[src/tccs_pkg.sv]
// Shared types and constants of the text console engine.
// No dependencies; used by tccs_ctrl, tccs_datapath and the top level.
package tccs_pkg;

   // Operation codes of an input item
   localparam logic [1:0] OP_PUT   = 2'd0;
   localparam logic [1:0] OP_BACK  = 2'd1;
   localparam logic [1:0] OP_READ  = 2'd2;
   localparam logic [1:0] OP_CLEAR = 2'd3;

   // Character codes with special handling
   localparam logic [7:0] CODE_NEWLINE = 8'd10;
   localparam logic [7:0] CODE_TAB     = 8'd9;
   localparam logic [7:0] CODE_SPACE   = 8'd32;
   localparam int         TAB_STEP     = 8;

   localparam logic [7:0] TEXT_COLOR_RESET = 8'h03;

   typedef struct packed {
      logic [1:0]  operation;
      logic [7:0]  char_code;
      logic [10:0] cell_address;
   } req_type;

   typedef struct packed {
      logic [4:0]  cursor_row;
      logic [6:0]  cursor_column;
      logic [10:0] cursor_position;
      logic [15:0] read_data;
   } rsp_type;

   // Controller to datapath commands
   typedef struct packed {
      logic load_req;
      logic exec;
      logic copy_step;
      logic blank_step;
      logic init_copy;
      logic init_blank_row;
      logic init_clear;
      logic rsp_fire;
   } cmd_type;

   // Datapath to controller status
   typedef struct packed {
      logic op_clear;
      logic scroll;
      logic copy_end;
      logic blank_end;
   } status_type;

endpackage

[src/tccs_ctrl.sv]
// Sequencer of the text console engine: one-hot state machine.
// Depends on tccs_pkg for the command and status structs.
module tccs_ctrl (
   input  logic                clock,
   input  logic                reset,
   input  logic                start,
   output logic                busy,
   input  tccs_pkg::status_type status,
   output tccs_pkg::cmd_type    cmd
);

   typedef enum logic [3:0] {
      S_IDLE  = 4'b0001,
      S_EXEC  = 4'b0010,
      S_COPY  = 4'b0100,
      S_BLANK = 4'b1000
   } state_type;

   state_type state_ff, state_in;

   always_ff @(posedge clock) begin
      if (reset) begin
         state_ff <= S_IDLE;
      end else begin
         state_ff <= state_in;
      end
   end

   assign busy = (state_ff != S_IDLE);

   always_comb begin
      state_in = state_ff;
      cmd      = '0;
      case (state_ff)
         S_IDLE: begin
            if (start) begin
               cmd.load_req = 1'b1;
               state_in     = S_EXEC;
            end
         end
         S_EXEC: begin
            cmd.exec = 1'b1;
            if (status.op_clear) begin
               cmd.init_clear = 1'b1;
               state_in       = S_BLANK;
            end else if (status.scroll) begin
               cmd.init_copy = 1'b1;
               state_in      = S_COPY;
            end else begin
               cmd.rsp_fire = 1'b1;
               state_in     = S_IDLE;
            end
         end
         S_COPY: begin
            cmd.copy_step = 1'b1;
            if (status.copy_end) begin
               cmd.init_blank_row = 1'b1;
               state_in           = S_BLANK;
            end
         end
         S_BLANK: begin
            cmd.blank_step = 1'b1;
            if (status.blank_end) begin
               cmd.rsp_fire = 1'b1;
               state_in     = S_IDLE;
            end
         end
         default: begin
            state_in = S_IDLE;
         end
      endcase
   end

endmodule

[config.mk]
export PLATFORM = sky130hd
export DESIGN_NAME = tccs_ctrl
export DESIGN_NICKNAME = d
export VERILOG_FILES = /design/src/tccs_pkg.sv /design/src/tccs_ctrl.sv
export SDC_FILE = /design/constraint.sdc
export NUM_CORES = 1
export LEC_CHECK = 0
export BUFFER_PORTS_ARGS = -buffer_cell sky130_fd_sc_hd__buf_2
export CORE_AREA = 2 2 39 41
export CTS_BUF_LIST = sky130_fd_sc_hd__clkbuf_4 sky130_fd_sc_hd__clkbuf_8
export DETAILED_ROUTE_END_ITERATION = 8
export DIE_AREA = 0 0 41 43
export GPL_TIMING_DRIVEN = 0
export MAX_ROUTING_LAYER = met4
export SYNTH_ARGS = -nofsm -noshare
export SYNTH_HDL_FRONTEND = slang
export SYNTH_SLANG_ARGS = --single-unit
[constraint.sdc]
create_clock -name clock -period 1.3 [get_ports clock]
set_input_delay 0.26 -clock clock [delete_from_list [all_inputs] [get_ports clock]]
set_output_delay 0.26 -clock clock [all_outputs]
set_load 0.05 [all_outputs]
==> out/results.tsv, run 1 <==
stage	metric	value	unit
floorplanning	start_util	23.3	%
routing	drc	0	
routing	dr.pass1.iters	1	
cells_and_area	fin_cells	79	
cells_and_area	stdcell_area	656	um^2
yosys	synth_cell_types	25	
worst_hold_path	hold_class	in -> reg	
global_route	gr-total-overflow	0	
critical_path	path_class	reg -> out	
critical_path	path_max_fanout	7	
power_and_ir_drop	power_density	734	nW/um^2
routing	routed_via_density	4.84	
placed_design	dp_hpwl	628	um
sta	finalHoldViolCount	0	
sta	worst_slack	-0.425	ns
cells_and_area	drive_gt1_share	69.8	%
run_status	status	finished with violations	
cells_and_area	largest_reg_flops	4	
global_route	grt_max_degree	10	
yosys	ys_seq_area_share	24.8	%
yosys	synth_top_cell_by_area	dfxtp_1	
cells_and_area	top_register	state_ff	
floorplanning	die_y	43	um
cts	cts_tree	yes	
cts	clk_latency	0.24	ns
global_route	antenna_found_initial	0	
yosys	synth_top_area_share	24.8	%
cells_and_area	top_regs	state_ff x4	
placed_design	dpl_cell_area	470	um^2
yosys	synth.avg_cell_area	8.50	um^2
cts	clk_pin_slew	0.04	ns
routing	routed_wl	967	um
cells_and_area	syn_to_final_growth	103	%
routing	drt_iter0_markers	0	
sta	setup_viol	9	
routing	vias	382	
sta	slew_headroom	82.0	%
sta	timing.final.crit_period	1.72	ns
critical_path	crit_path_end_kind	output port	
yosys	syn_nets	45	
sta	drv_slew	0	
cells_and_area	fin_nets	72	
yosys	yosysWarnings	0	
flow_run	drv_cap	0	
global_route	grt_pass1_vias	382	
power_and_ir_drop	p_leak	0.279	nW
floorplanning	std_cell_rows	14	
cts	clockBufferDepth	2	
placed_design	routabilityCongestion	0.656	
sta	rsz0062_at_grt	yes	
yosys	ys_ff_latch	4	
routing	drtAntennaViolNets	0	
cts	cts-buffers-inserted	3	
floorplanning	die_x	41	um
sta	worstMarginPinSlew	0.268	ns
yosys	synthTopCellsByArea	dfxtp_1 (25%), nor4b_4 (7.4%), nor3b_1 (7.0%), and2_1 (5.8%), nor2_1 (5.8%)	
floorplanning	die-area	1760	um^2
yosys	synth_area	323	um^2
placed_design	port_buffers	15	
sta	fmax	0.580	GHz
sta	post-route-period-util	133	%
placed_design	place_inst	69	
critical_path	worstPathArrival	1.46	ns
yosys	synth_cells	38	
critical_path	regToRegSetupSlack	0.06	ns
cts	cts_htree_levels	1	
cells_and_area	diodes	0	
critical_path	crit_path_start_kind	flip-flop	
cts	cts.sinks	4	
floorplanning	pin_count	16	
global_route	grt_pass1_wl	1510	um
cts	root_buffer	clkbuf_4	
critical_path	required	1.04	ns
floorplanning	core_area	1380	um^2
power_and_ir_drop	irDropWorstVdd	0.355	mV
global_route	track_usage	13.1	%
sta	skew	0.00242	ns
run_status	violations	negative setup slack	
routing	wire_per_inst	12.2	um
-- layout by cell type, fill, tap and decap left out, types with 2 or more instances in the layout --
cell type | netlist | layout
buf_8 | 0 | 5
buf_4 | 1 | 6
clkbuf_4 | 0 | 3
buf_6 | 1 | 7
nor4b_4 | 1 | 3
and2_4 | 0 | 2
nor3b_1 | 3 | 2
nor2_1 | 5 | 4
dfxtp_4 | 0 | 4
buf_2 | 0 | 6
-- area by class of cell --
| class | count | area (um^2) |
|---|---|---|
| Multi-Input combinational cell | 31 | 285 |
| Inverter | 1 | 3.75 |
| Timing Repair Buffer | 24 | 229 |
| Clock buffer | 3 | 22.5 |
| Sequential cell | 4 | 95.1 |
| Fill cell | 136 | 728 |
| Tap cell | 16 | 20.0 |
-- Yosys cell counts --
library cell	instances
o21a_1	1
a21o_1	1
nor3_1	1
a211oi_1	1
inv_1	1
and2_1	3
nor2_2	1
o21ai_0	1
nor2b_1	2
nor4_1	1
and2b_1	1
dfxtp_1	4
nor4b_1	2
or2_2	1
buf_4	1
nor4b_4	1
a21oi_1	1
a22o_1	1
o31ai_1	1
nor2_1	5
a32oi_1	1
buf_6	1
or4b_4	1
nand2_1	1
nor3b_1	3
-- metrics by stage --
stage	util [%]	TNS, ns	hold slack [ns]	power [mW]	worst slack [ns]
after floorplan	-	-2.90	0.329	0.260	-0.580
after global placement	34.0	-1.11	0.491	0.293	-0.331
after detailed placement	34.0	-1.21	0.492	0.295	-0.348
after CTS	44.7	-2.86	0.240	0.469	-0.436
after global routing	47.4	-3.20	0.246	0.509	-0.488
final	47.4	-2.53	0.249	0.481	-0.425
-- cells by family after synthesis --
group,after synthesis,share of synthesized area (%)
AND/OR/NAND/NOR,23,50.4
AO/OA/AOI/OAI,8,17.8
flip-flops,4,24.8
buffers and inverters,3,6.98
-- worst max-delay path, stage by stage, from the launching register on --
cell     delay, ns
dfxtp_4       0.37
or4b_4        0.59
nor2_4        0.12
buf_8         0.15
-- per-layer routing --
layer	track usage, %	vias to the layer above	routed length, um
met5	-	-	0
met4	8.00	0	10
met3	3.14	2	42
met2	21.6	9	542
met1	12.9	180	371
li1	-	191	-
-- path summary, 6_finish.rpt --
path	start	to	depth (start not counted)
max	state_ff[2]$_SDFFE_PP0P_	cmd[7]	3
max reg2reg	state_ff[0]$_SDFFE_PP1P_	state_ff[2]$_SDFFE_PP0P_	5
min	reset	state_ff[1]$_SDFFE_PP0P_	2
min reg2reg	state_ff[3]$_SDFFE_PP0P_	state_ff[0]$_SDFFE_PP1P_	2
-- report_power, final --
group	total (mW)	internal, mW	switching (mW)	leakage (nW)
Sequential	0.146	0.128	0.0182	0.0351
Combinational	0.180	0.0829	0.0973	0.230
Clock	0.155	0.103	0.0518	0.0138
-- repair_timing --
item                                    in CTS  in global routing
buffers inserted                             8                  1
endpoints found under the setup margin       9                 12
endpoints found under the hold margin        0                  0
gates resized for setup                     25                 12
hold buffers                                 0                  0
pin swaps                                    5                  4
Power figures use the tool's default switching activity.
==> inputs of run 2 (changes only) <==
--- a/config.mk
+++ b/config.mk
@@ -5,6 +5,7 @@
 export SDC_FILE = /design/constraint.sdc
 export NUM_CORES = 1
 export LEC_CHECK = 0
+export ABC_AREA = 1
 export BUFFER_PORTS_ARGS = -buffer_cell sky130_fd_sc_hd__buf_2
 export CORE_AREA = 2 2 39 41
 export CTS_BUF_LIST = sky130_fd_sc_hd__clkbuf_4 sky130_fd_sc_hd__clkbuf_8
==> out/results.tsv, run 2 <==
stage	metric	value	unit
yosys	synth_edf_count	0	
floorplanning	core_area	1380	um^2
yosys	synth_most_common_cell	inv_1	
floorplanning	die_y	43	um
critical_path	crit_path_start_kind	flip-flop	
yosys	synth_top_area_share	29.0	%
cells_and_area	final_common_cell	inv_1	
placed_design	port_buffers	15	
cts	cts_htree_levels	1	
yosys	synth_top_cell_by_area	dfxtp_1	
sta	skew	0.00161	ns
yosys	synth_area	277	um^2
floorplanning	die_x	41	um
cts	clk_pin_slew	0.04	ns
placed_design	place_inst	81	
global_route	grt_pass1_wl	1430	um
cells_and_area	diodes	0	
worst_hold_path	hold_class	in -> reg	
cells_and_area	syn_to_final_growth	123	%
power_and_ir_drop	p_leak	0.321	nW
global_route	gr-total-overflow	0	
routing	drc	0	
cts	cts.sinks	4	
routing	dr.pass1.iters	2	
global_route	antenna_found_initial	0	
placed_design	dpl_worst_slack	-0.108	ns
sta	worstMarginPinSlew	0.212	ns
critical_path	critPathTopFamily	simple AND/OR/NAND/NOR gates	
cells_and_area	top_regs	state_ff x4	
sta	finalHoldViolCount	0	
global_route	grt_max_degree	5	
cells_and_area	largest_reg_flops	4	
floorplanning	start_util	20.0	%
yosys	synth_flop_cell	dfxtp_1	
cts	root_buffer	clkbuf_4	
cells_and_area	fin_nets	84	
critical_path	crit_slowest_cell	dfxtp_2	
sta	worst_hold_slack	0.217	ns
placed_design	dp_hpwl	593	um
critical_path	worstPathArrival	1.20	ns
floorplanning	pin_count	16	
floorplanning	std_cell_rows	14	
yosys	synth_cell_types	11	
yosys	async_flop_share	0	%
routing	routed_via_density	4.13	
sta	post-route-period-util	112	%
critical_path	path_cells	inv_1, nor2_2, nand2_4, nor2_4, buf_6	
run_status	violations	negative setup slack	
critical_path	path_max_fanout	4	
critical_path	max_stage_delay	0.34	ns
cts	clk_latency	0.23	ns
power_and_ir_drop	power_density	1020	nW/um^2
cells_and_area	drive_gt1_share	60.0	%
yosys	synth.avg_cell_area	5.53	um^2
sta	setup_viol	9	
cts	cts_tree	yes	
yosys	ys_seq_area_share	29.0	%
cells_and_area	fin_cells	91	
routing	routed_wl	865	um
yosys	ys_top_cells_by_count	inv_1 (13), nand2_1 (10), nor2_1 (9), nand3_1 (6), dfxtp_1 (4)	
yosys	synth_cells	50	
yosys	yosysWarnings	0	
cells_and_area	most-common-layout-cells	inv_1 (11), nand2_1 (7), buf_2 (6), buf_4 (6)	
yosys	syn_nets	57	
critical_path	required	1.04	ns
critical_path	path_class	reg -> out	
cts	cts-buffers-inserted	3	
run_status	status	finished with violations	
cells_and_area	top_register	state_ff	
critical_path	worst-path-buf-inv	2	
yosys	ys_ff_latch	4	
sta	fmax	0.684	GHz
sta	worst_slack	-0.162	ns
routing	drtAntennaViolNets	0	
sta	timing.final.crit_period	1.46	ns
floorplanning	die-area	1760	um^2
sta	rsz0062_at_grt	yes	
sta	fin_tns_setup	-0.705	ns
sta	drv_slew	0	
routing	wire_per_inst	9.51	um
flow_run	drv_cap	0	
cts	clockBufferDepth	2	
sta	slew_headroom	85.8	%
critical_path	crit_path_end_kind	output port	
placed_design	routabilityCongestion	0.734	
yosys	synthTopCellsByArea	dfxtp_1 (29%), inv_1 (18%), nand2_1 (14%), nor2_1 (12%), nand3_1 (11%)	
routing	drt_iter0_markers	4	
global_route	track_usage	12.6	%
power_and_ir_drop	irDropWorstVdd	0.461	mV
global_route	grt_pass1_vias	377	
power_and_ir_drop	power.total	0.631	mW
routing	vias	376	
-- run 2: cell types whose count changed after synthesis, sizes merged, moves of 2 or more --
cell / before / now
nor4b: 3 / 0
buf: 2 / 0
inv: 1 / 14
nand3: 0 / 7
nor2b: 2 / 0
nor2: 6 / 11
and2: 3 / 0
nand2: 1 / 10
nor3b: 3 / 0
-- run 2: final cells by class --
class / instances / area, um^2
repair buffers: 22 / 206
flip-flops and latches: 4 / 87.6
clock buffers: 3 / 22.5
inverters: 14 / 61.3
fillers: 138 / 768
multi-input cells: 32 / 218
well taps: 16 / 20.0
-- run 2: final timing paths --
| check | start | to | slack, ns | cells after the start |
|---|---|---|---|---|
| worst max-delay path | state_ff[0]$_SDFFE_PP1P_ | cmd[7] | -0.16 | 5 |
| worst min-delay path | reset | state_ff[2]$_SDFFE_PP0P_ | 0.22 | 2 |
| worst max register to register | state_ff[2]$_SDFFE_PP0P_ | state_ff[3]$_SDFFE_PP0P_ | 0.08 | 7 |
| worst min register to register | state_ff[3]$_SDFFE_PP0P_ | state_ff[3]$_SDFFE_PP0P_ | 0.59 | 4 |
-- run 2: per-layer routing --
metal / track usage [%] / vias up / routed length [um]
met4: 4.00 / 0 / 0
met2: 19.1 / 10 / 501
met5: - / - / 0
li1: - / 200 / -
met3: 7.85 / 0 / 61
met1: 12.9 / 166 / 302
-- run 2: power breakdown --
part	internal, mW	leakage, nW	switching, mW	total, mW
sequential	0.141	0.0342	0.0191	0.160
clock	0.103	0.0138	0.0478	0.151
combinational	0.127	0.273	0.193	0.320
-- run 2: metrics by stage --
stage	util, %	area (um^2)
floorplan	-	328
global placement	30.6	423
detailed placement	30.6	423
CTS	37.9	524
global route	44.5	616
finish	44.5	616
-- run 2: worst reg2reg max path, stage by stage, from the launching register on --
cell and delay, ns:
dfxtp_2 0.33, nor2_4 0.13, nand3_4 0.11, buf_4 0.15, buf_4 0.12, o21ai_1 0.15, nor2_1 0.06, nor2_1 0.09
-- run 2: repair_timing --
action / 4_1_cts / 5_1_grt
hold buffers: 0 / 0
setup endpoints to repair: 9 / 9
endpoints found under the hold margin: 0 / 0
pin swaps: 3 / 3
gates resized for setup: 18 / 22
buffers inserted: 3 / 4
-- run 2: cells by family after synthesis --
group | synth area share (%)
and+or+nand+nor | 46.6
buffers and inverters | 19.0
DFF | 29.0
AOI/OAI and AO/OA | 5.43
